**src/sv/dsfp_pkg.sv**
```systemverilog
package dsfp_pkg;

    // frame bytes
    localparam logic [7:0] HDR_BYTE  = 8'hAA;
    localparam logic [7:0] CMD_BYTE  = 8'hC0;
    localparam logic [7:0] TAIL_BYTE = 8'hAB;

    // field widths
    localparam int BYTE_W      = 8;
    localparam int READ_W      = 16;
    localparam int SUM_W       = 40;
    localparam int COUNT_OUT_W = 24;

    // default width of the frame counter
    localparam int COUNT_BITS_DEF = 24;

    // statistics values after a clear, and the saturation limit of the sums
    localparam logic [READ_W-1:0] READ_MIN_INIT = '1;
    localparam logic [READ_W-1:0] READ_MAX_INIT = '0;
    localparam logic [SUM_W-1:0]  SUM_MAX       = '1;

    // byte position inside a frame
    typedef enum logic [3:0] {
        POS_HDR,
        POS_CMD,
        POS_PM25_LO,
        POS_PM25_HI,
        POS_PM10_LO,
        POS_PM10_HI,
        POS_EXTRA0,
        POS_EXTRA1,
        POS_CHECK,
        POS_TAIL
    } t_pos;

endpackage

```
**src/sv/dust_sensor_frame_parser_stats.sv**
```systemverilog
// Frame parser for a serial particulate sensor, with running statistics.
// Input channel: one received byte per word (i_rx_byte) plus i_clear_stats,
// which clears sums, count, minima and maxima before that byte is parsed.
// A word is taken at a clock edge where i_in_valid is high and o_in_stall low.
// Output channel: one result word per input word, taken where o_out_valid is
// high and i_out_stall low. o_frame_done marks the byte that closed a good
// ten-byte frame; the other fields show readings and statistics after it.
// A word taken lands in the input register; its result is loaded into the
// result registers when they are empty or the receiver is not stalling.
// Throughput is one word per cycle unless the receiver stalls, set by the
// single pass from input to result registers (compare, 41-bit add, min/max).
// When the receiver stalls, the result holds and the input register keeps one
// more word; o_in_stall rises only when both are full and the output is
// stalled, and drops in the cycle the stall is released.
// Reset (synchronous, active low) empties both registers, returns the parser
// to the header search, clears sums and count, sets minima to 65535, maxima
// and last readings to 0.
module dust_sensor_frame_parser_stats
    import dsfp_pkg::*;
#(
    parameter int COUNT_BITS = COUNT_BITS_DEF
) (
    input  logic                   i_clk,
    input  logic                   i_rst_n,
    input  logic                   i_in_valid,
    output logic                   o_in_stall,
    input  logic [BYTE_W-1:0]      i_rx_byte,
    input  logic                   i_clear_stats,
    output logic                   o_out_valid,
    input  logic                   i_out_stall,
    output logic                   o_frame_done,
    output logic [READ_W-1:0]      o_pm25_reading,
    output logic [READ_W-1:0]      o_pm10_reading,
    output logic [SUM_W-1:0]       o_pm25_total,
    output logic [SUM_W-1:0]       o_pm10_total,
    output logic [READ_W-1:0]      o_pm25_lowest,
    output logic [READ_W-1:0]      o_pm25_highest,
    output logic [READ_W-1:0]      o_pm10_lowest,
    output logic [READ_W-1:0]      o_pm10_highest,
    output logic [COUNT_OUT_W-1:0] o_frames_seen
);

    // input register
    logic              r_in_valid;
    logic [BYTE_W-1:0] r_byte;
    logic              r_clr;

    // result valid and frame flag
    logic r_out_valid;
    logic r_done;

    // parser state
    t_pos              r_pos, n_pos;
    logic [READ_W-1:0] r_pm25_part, n_pm25_part;
    logic [READ_W-1:0] r_pm10_part, n_pm10_part;
    logic [BYTE_W-1:0] r_chk, n_chk;
    logic              n_done;

    // statistics, also the result fields
    logic [READ_W-1:0]     r_pm25_last, n_pm25_last;
    logic [READ_W-1:0]     r_pm10_last, n_pm10_last;
    logic [SUM_W-1:0]      r_pm25_sum, n_pm25_sum;
    logic [SUM_W-1:0]      r_pm10_sum, n_pm10_sum;
    logic [READ_W-1:0]     r_pm25_min, n_pm25_min;
    logic [READ_W-1:0]     r_pm25_max, n_pm25_max;
    logic [READ_W-1:0]     r_pm10_min, n_pm10_min;
    logic [READ_W-1:0]     r_pm10_max, n_pm10_max;
    logic [COUNT_BITS-1:0] r_count, n_count;

    // statistics after an optional clear
    logic [SUM_W-1:0]      base_pm25_sum, base_pm10_sum;
    logic [READ_W-1:0]     base_pm25_min, base_pm25_max;
    logic [READ_W-1:0]     base_pm10_min, base_pm10_max;
    logic [COUNT_BITS-1:0] base_count;
    logic [SUM_W:0]        pm25_add, pm10_add;

    logic advance;
    logic in_take;

    // handshake
    assign advance    = r_in_valid && (!r_out_valid || !i_out_stall);
    assign o_in_stall = r_in_valid && !advance;
    assign in_take    = i_in_valid && !o_in_stall;

    // next frame position
    always_comb begin
        n_pos = r_pos;
        case (r_pos)
            POS_HDR:   n_pos = (r_byte == HDR_BYTE) ? POS_CMD : POS_HDR;
            POS_CMD:   n_pos = (r_byte == CMD_BYTE) ? POS_PM25_LO : POS_HDR;
            POS_CHECK: n_pos = (r_byte == r_chk) ? POS_TAIL : POS_HDR;
            POS_TAIL:  n_pos = POS_HDR;
            POS_PM25_LO, POS_PM25_HI, POS_PM10_LO, POS_PM10_HI,
            POS_EXTRA0, POS_EXTRA1: begin
                n_pos = t_pos'(r_pos + 4'd1);
            end
            default:   n_pos = POS_HDR;
        endcase
    end

    // field capture, checksum and frame flag
    always_comb begin
        n_pm25_part = r_pm25_part;
        n_pm10_part = r_pm10_part;
        n_chk       = r_chk;
        n_done      = 1'b0;
        case (r_pos)
            POS_PM25_LO: begin
                n_pm25_part = {{(READ_W-BYTE_W){1'b0}}, r_byte};
                n_chk       = r_byte;
            end
            POS_PM25_HI: n_pm25_part = {r_byte, r_pm25_part[BYTE_W-1:0]};
            POS_PM10_LO: n_pm10_part = {{(READ_W-BYTE_W){1'b0}}, r_byte};
            POS_PM10_HI: n_pm10_part = {r_byte, r_pm10_part[BYTE_W-1:0]};
            POS_TAIL:    n_done      = (r_byte == TAIL_BYTE);
            default:     n_done      = 1'b0;
        endcase
        if (r_pos inside {[POS_PM25_HI:POS_EXTRA1]}) begin
            n_chk = r_chk + r_byte;
        end
    end

    // statistics update
    always_comb begin
        base_pm25_sum = r_clr ? '0 : r_pm25_sum;
        base_pm10_sum = r_clr ? '0 : r_pm10_sum;
        base_pm25_min = r_clr ? READ_MIN_INIT : r_pm25_min;
        base_pm25_max = r_clr ? READ_MAX_INIT : r_pm25_max;
        base_pm10_min = r_clr ? READ_MIN_INIT : r_pm10_min;
        base_pm10_max = r_clr ? READ_MAX_INIT : r_pm10_max;
        base_count    = r_clr ? '0 : r_count;

        pm25_add = {1'b0, base_pm25_sum} + {{(SUM_W+1-READ_W){1'b0}}, r_pm25_part};
        pm10_add = {1'b0, base_pm10_sum} + {{(SUM_W+1-READ_W){1'b0}}, r_pm10_part};

        n_pm25_last = r_pm25_last;
        n_pm10_last = r_pm10_last;
        n_pm25_sum  = base_pm25_sum;
        n_pm10_sum  = base_pm10_sum;
        n_pm25_min  = base_pm25_min;
        n_pm25_max  = base_pm25_max;
        n_pm10_min  = base_pm10_min;
        n_pm10_max  = base_pm10_max;
        n_count     = base_count;
        if (n_done) begin
            n_pm25_last = r_pm25_part;
            n_pm10_last = r_pm10_part;
            n_pm25_sum  = pm25_add[SUM_W] ? SUM_MAX : pm25_add[SUM_W-1:0];
            n_pm10_sum  = pm10_add[SUM_W] ? SUM_MAX : pm10_add[SUM_W-1:0];
            if (r_pm25_part < base_pm25_min) n_pm25_min = r_pm25_part;
            if (r_pm25_part > base_pm25_max) n_pm25_max = r_pm25_part;
            if (r_pm10_part < base_pm10_min) n_pm10_min = r_pm10_part;
            if (r_pm10_part > base_pm10_max) n_pm10_max = r_pm10_part;
            if (!(&base_count)) n_count = base_count + 1'b1;
        end
    end

    // input register
    always_ff @(posedge i_clk) begin
        if (!i_rst_n) begin
            r_in_valid <= 1'b0;
        end else if (in_take) begin
            r_in_valid <= 1'b1;
        end else if (advance) begin
            r_in_valid <= 1'b0;
        end
        if (in_take) begin
            r_byte <= i_rx_byte;
            r_clr  <= i_clear_stats;
        end
    end

    // result valid
    always_ff @(posedge i_clk) begin
        if (!i_rst_n) begin
            r_out_valid <= 1'b0;
        end else if (advance) begin
            r_out_valid <= 1'b1;
        end else if (!i_out_stall) begin
            r_out_valid <= 1'b0;
        end
    end

    // parser and statistics registers, loaded with each result
    always_ff @(posedge i_clk) begin
        if (!i_rst_n) begin
            r_pos       <= POS_HDR;
            r_done      <= 1'b0;
            r_pm25_last <= '0;
            r_pm10_last <= '0;
            r_pm25_sum  <= '0;
            r_pm10_sum  <= '0;
            r_pm25_min  <= READ_MIN_INIT;
            r_pm25_max  <= READ_MAX_INIT;
            r_pm10_min  <= READ_MIN_INIT;
            r_pm10_max  <= READ_MAX_INIT;
            r_count     <= '0;
        end else if (advance) begin
            r_pos       <= n_pos;
            r_done      <= n_done;
            r_pm25_last <= n_pm25_last;
            r_pm10_last <= n_pm10_last;
            r_pm25_sum  <= n_pm25_sum;
            r_pm10_sum  <= n_pm10_sum;
            r_pm25_min  <= n_pm25_min;
            r_pm25_max  <= n_pm25_max;
            r_pm10_min  <= n_pm10_min;
            r_pm10_max  <= n_pm10_max;
            r_count     <= n_count;
        end
    end

    // frame payload and checksum
    always_ff @(posedge i_clk) begin
        if (advance) begin
            r_pm25_part <= n_pm25_part;
            r_pm10_part <= n_pm10_part;
            r_chk       <= n_chk;
        end
    end

    // result fields
    assign o_out_valid    = r_out_valid;
    assign o_frame_done   = r_done;
    assign o_pm25_reading = r_pm25_last;
    assign o_pm10_reading = r_pm10_last;
    assign o_pm25_total   = r_pm25_sum;
    assign o_pm10_total   = r_pm10_sum;
    assign o_pm25_lowest  = r_pm25_min;
    assign o_pm25_highest = r_pm25_max;
    assign o_pm10_lowest  = r_pm10_min;
    assign o_pm10_highest = r_pm10_max;
    assign o_frames_seen  = COUNT_OUT_W'(r_count);

endmodule
```
**config.mk**
```make
export PLATFORM = sky130hd
export DESIGN_NAME = dust_sensor_frame_parser_stats
export DESIGN_NICKNAME = d
export VERILOG_FILES = /design/src/sv/dsfp_pkg.sv /design/src/sv/dust_sensor_frame_parser_stats.sv
export SDC_FILE = /design/constraint.sdc
export NUM_CORES = 1
export LEC_CHECK = 0
export ABC_CLOCK_PERIOD_IN_PS = 4550
export BUFFER_PORTS_ARGS = -buffer_cell sky130_fd_sc_hd__clkbuf_2
export CORE_MARGIN = 2
export CORE_UTILIZATION = 50
export CTS_CLUSTER_SIZE = 28
export DETAILED_ROUTE_END_ITERATION = 12
export PLACE_DENSITY = 0.7
export SLEW_MARGIN = 30
export SYNTH_ARGS = -nofsm -noshare
export SYNTH_HDL_FRONTEND = slang
export SYNTH_SLANG_ARGS = --single-unit
export TNS_END_PERCENT = 50
```
**constraint.sdc**
```tcl
create_clock -name i_clk -period 4.55 [get_ports i_clk]
set_input_delay 0.455 -clock i_clk [delete_from_list [all_inputs] [get_ports i_clk]]
set_output_delay 0.455 -clock i_clk [all_outputs]
set_load 0.01 [all_outputs]
```
==> impl_metrics.toml <==
[detailed_routing]
detail-route-antenna-nets = 0
drt_iter0_drc = 1236
wirelength_um = 43200
drc = 0
firstDrtPassIters = 5
vias = 13466
wl_per_cell_um = 19.2
vias_per_cell = 6.00

[clock_network]
ctsHoldBuffers = 0
cts_sinks = 256
cts_root_buf = "clkbuf_16"
path_clk_slew_ps = 60
cts_tree = "built"
cts_resized = 0
htreeDepth = 1
cts-buffers-inserted = 29
post_cts_buffers = 0
ctsLongestPathBuffers = 3
clock_latency_ps = 550

[worst_setup_path]
worstPathMaxFanout = 15
worstSetupPathType = "reg2reg"
r2r_start = "r_clr$_DFFE_PP_"
cp.arrival_ps = 4190
reg2reg_depth = 11
crit_family = "compound AO/OA/AOI/OAI gates"
crit_path_start = "r_clr$_DFFE_PP_"
worst_setup_path_start_kind = "flip-flop"
max_stage_delay_ps = 540
timing.reg2reg.setup_slack_ps = 810
crit_buf_inv = 1
critPathCaptureType = "flip-flop"
slowest_stage = "nand2_1"
worstPathRequired_ps = 5000
worstPathCellList = "buf_4 -> nor2b_1 -> ha_1 -> o211ai_1 -> o21ai_1 -> o221ai_1 -> o211ai_1 -> nand3_1 -> nand2_1 -> nand2_1 -> a211oi_1"
reg2reg_to = "o_pm10_total[23]$_SDFFE_PN0P_"

[logic_synthesis]
syn_inst = 1654
ys_seq_area_share_pct = 39.0
synth.avg_cell_area_um2 = 8.71
yosysUniqueCellTypes = 75
synth_edf_count = 49
synth_fp_nets = 1776
ys_ff_latch = 256
dominantRegCellSynth = "dfxtp_1"
yosys_warnings = 0
syn-cell-area_mm2 = 0.0144
synth-async-reset-ratio_pct = 0

[min_path]
worstHoldPathCells = 1
min_to = "r_byte[1]$_DFFE_PP_"
hold_class = "in2reg"
hp-start = "i_rx_byte[1]"

[global_routing]
grt_start_max_net_pins = 70
grt_pass1_vias = 12440
antenna_found_initial = 0
grtUsageTotal_pct = 27.6
grt_pass1_wl_um = 67600
overflow = 0

[place]
port_buffers = 215
place.gp.congestion = 0.916
pre_cts_slack_ps = 939
dp_hpwl_um = 30500

[sta]
period_needed_ps = 3740
finalCritPeriodShare_pct = 82.3
hold_violations = 0
finalSetupViolations = 0
skew_ps = 20.2
drv_slew = 0
rsz0062_at_grt = "false"
worst_slack_ps = 805
maxSlewHeadroom_pct = 30.9
fin_setup_tns_ps = 0
max_freq_ghz = 0.267
worstMarginPinSlew_ps = 1030

[layout]
syn_to_final_growth_pct = 17.0
final_nets = 1960
final_cell_mix = "nand2_1 (222), clkbuf_2 (214), dfxtp_1 (207)"
diodes = 0
drive_gt1_share_pct = 17.5
final_common_cell = "nand2_1"

[run]
max_cap_viol_count = 0

[die]
die_x_um = 174
die_h_um = 174
io_pins = 216
core_area_mm2 = 0.0285
start_util_pct = 50.4
rows = 62
die-area_mm2 = 0.0302

[power]
power_density_mw_per_mm2 = 301
peakVddDrop_mv = 0.250
leakage_uw = 0.00699
fin_total_pwr_uw = 5080

[run_status]
status = "complete, no violations"
-- flip-flops by register name (all words and copies together), names as in the netlist --
| name | flops |
|---|---|
| r_chk | 8 |
| r_byte | 8 |
| o_pm25_highest | 16 |
| r_pm10_part | 16 |
| r_pm25_part | 16 |
| r_in_valid | 1 |
| o_frames_seen | 24 |
| o_pm10_total | 40 |
| o_pm10_lowest | 16 |
| o_frame_done | 1 |
| r_pos | 4 |
| o_out_valid | 1 |
| o_pm25_lowest | 16 |
| o_pm25_reading | 16 |
| r_clr | 1 |
| o_pm10_highest | 16 |
| o_pm10_reading | 16 |
| o_pm25_total | 40 |
-- power breakdown --
group / total, uW / switching [uW] / internal (uW)
Clock: 2390 / 948 / 1450
Sequential: 2390 / 49.6 / 2340
Combinational: 296 / 193 / 103
-- kinds of logic after synthesis --
group,synth area share (%)
compound gates,22.6
xor+xnor,3.04
fa+ha+maj,9.63
buf+inv,3.35
flops,39.0
mux,0.287
simple gates,22.1
-- layout make-up --
cell class	instances	area (um^2)
tap	384	480
fill	2631	11700
sequential	256	5620
inverter	34	128
multi-input combinational	1274	8350
clock inverter	13	150
timing repair buffer	243	1300
clock buffer	40	832
-- metrics by stage --
step | instance area, um^2 | hold slack, ps | cells | utilization [%]
after global routing | 16900 | 70.6 | 2244 | 59.0
after floorplan | 14400 | 479 | 1654 | -
after CTS | 16800 | 70.7 | 2244 | 59.0
after detailed placement | 15900 | 451 | 2191 | 55.6
final | 16900 | 92.3 | 2244 | 59.0
after global placement | 15800 | 444 | 2191 | 55.5
-- worst register-to-register path: cells and delay by family, from the launching register on --
family	cells	cell delay, ps
AND/OR/NAND/NOR	4	1250
flip-flops	1	470
AO/OA/AOI/OAI	5	1320
adder cells (fa/ha/maj)	1	370
buffers and inverters	1	230
-- cells in the mapped netlist (all sizes together) (10+ instances only) --
master	instances	share of area (%)
a211oi	14	0.76
a21boi	59	3.1
a21o	38	2.0
a21oi	89	3.1
a22o	32	1.9
a31oi	12	0.52
and2	35	1.5
and3	30	1.3
buf	18	0.59
clkbuf	72	1.9
dfxtp	207	29
edfxtp	49	10
ha	106	9.2
inv	34	0.89
nand2	224	5.8
nand3	51	1.9
nand4	32	1.4
nor2	106	2.8
nor2b	57	2.5
nor3	32	1.1
nor4	19	0.87
o21a	13	0.68
o21ai	94	3.3
o221a	10	0.78
o22a	32	1.9
xnor2	27	1.6
xor2	23	1.4
-- worst max path at each step --
stage | end | slack [ps] | cells past startpoint
6_report | o_pm10_total[23]$_SDFFE_PN0P_ | 810 | 11
5_1_grt | o_pm10_total[32]$_SDFFE_PN0P_ | 470 | 11
3_5_place_dp | o_pm25_total[33]$_SDFFE_PN0P_ | 940 | 12
3_3_place_gp | o_pm10_total[37]$_SDFFE_PN0P_ | 1020 | 11
2_1_floorplan | o_pm25_total[25]$_SDFFE_PN0P_ | 50 | 17
4_1_cts | o_pm10_total[23]$_SDFFE_PN0P_ | 880 | 11
-- routing by layer --
layer  share of wire [%]  up-vias  global-route usage [%]  wire, um
met1                  44     6359                    38.4     18900
met3                 8.0      104                    4.43      3430
li1                    -     6424                       -         -
met2                  44      579                    42.7     19100
met4                 4.0        0                    11.3      1720
met5                   0        -                       0         0
Power figures use the tool's default switching activity.
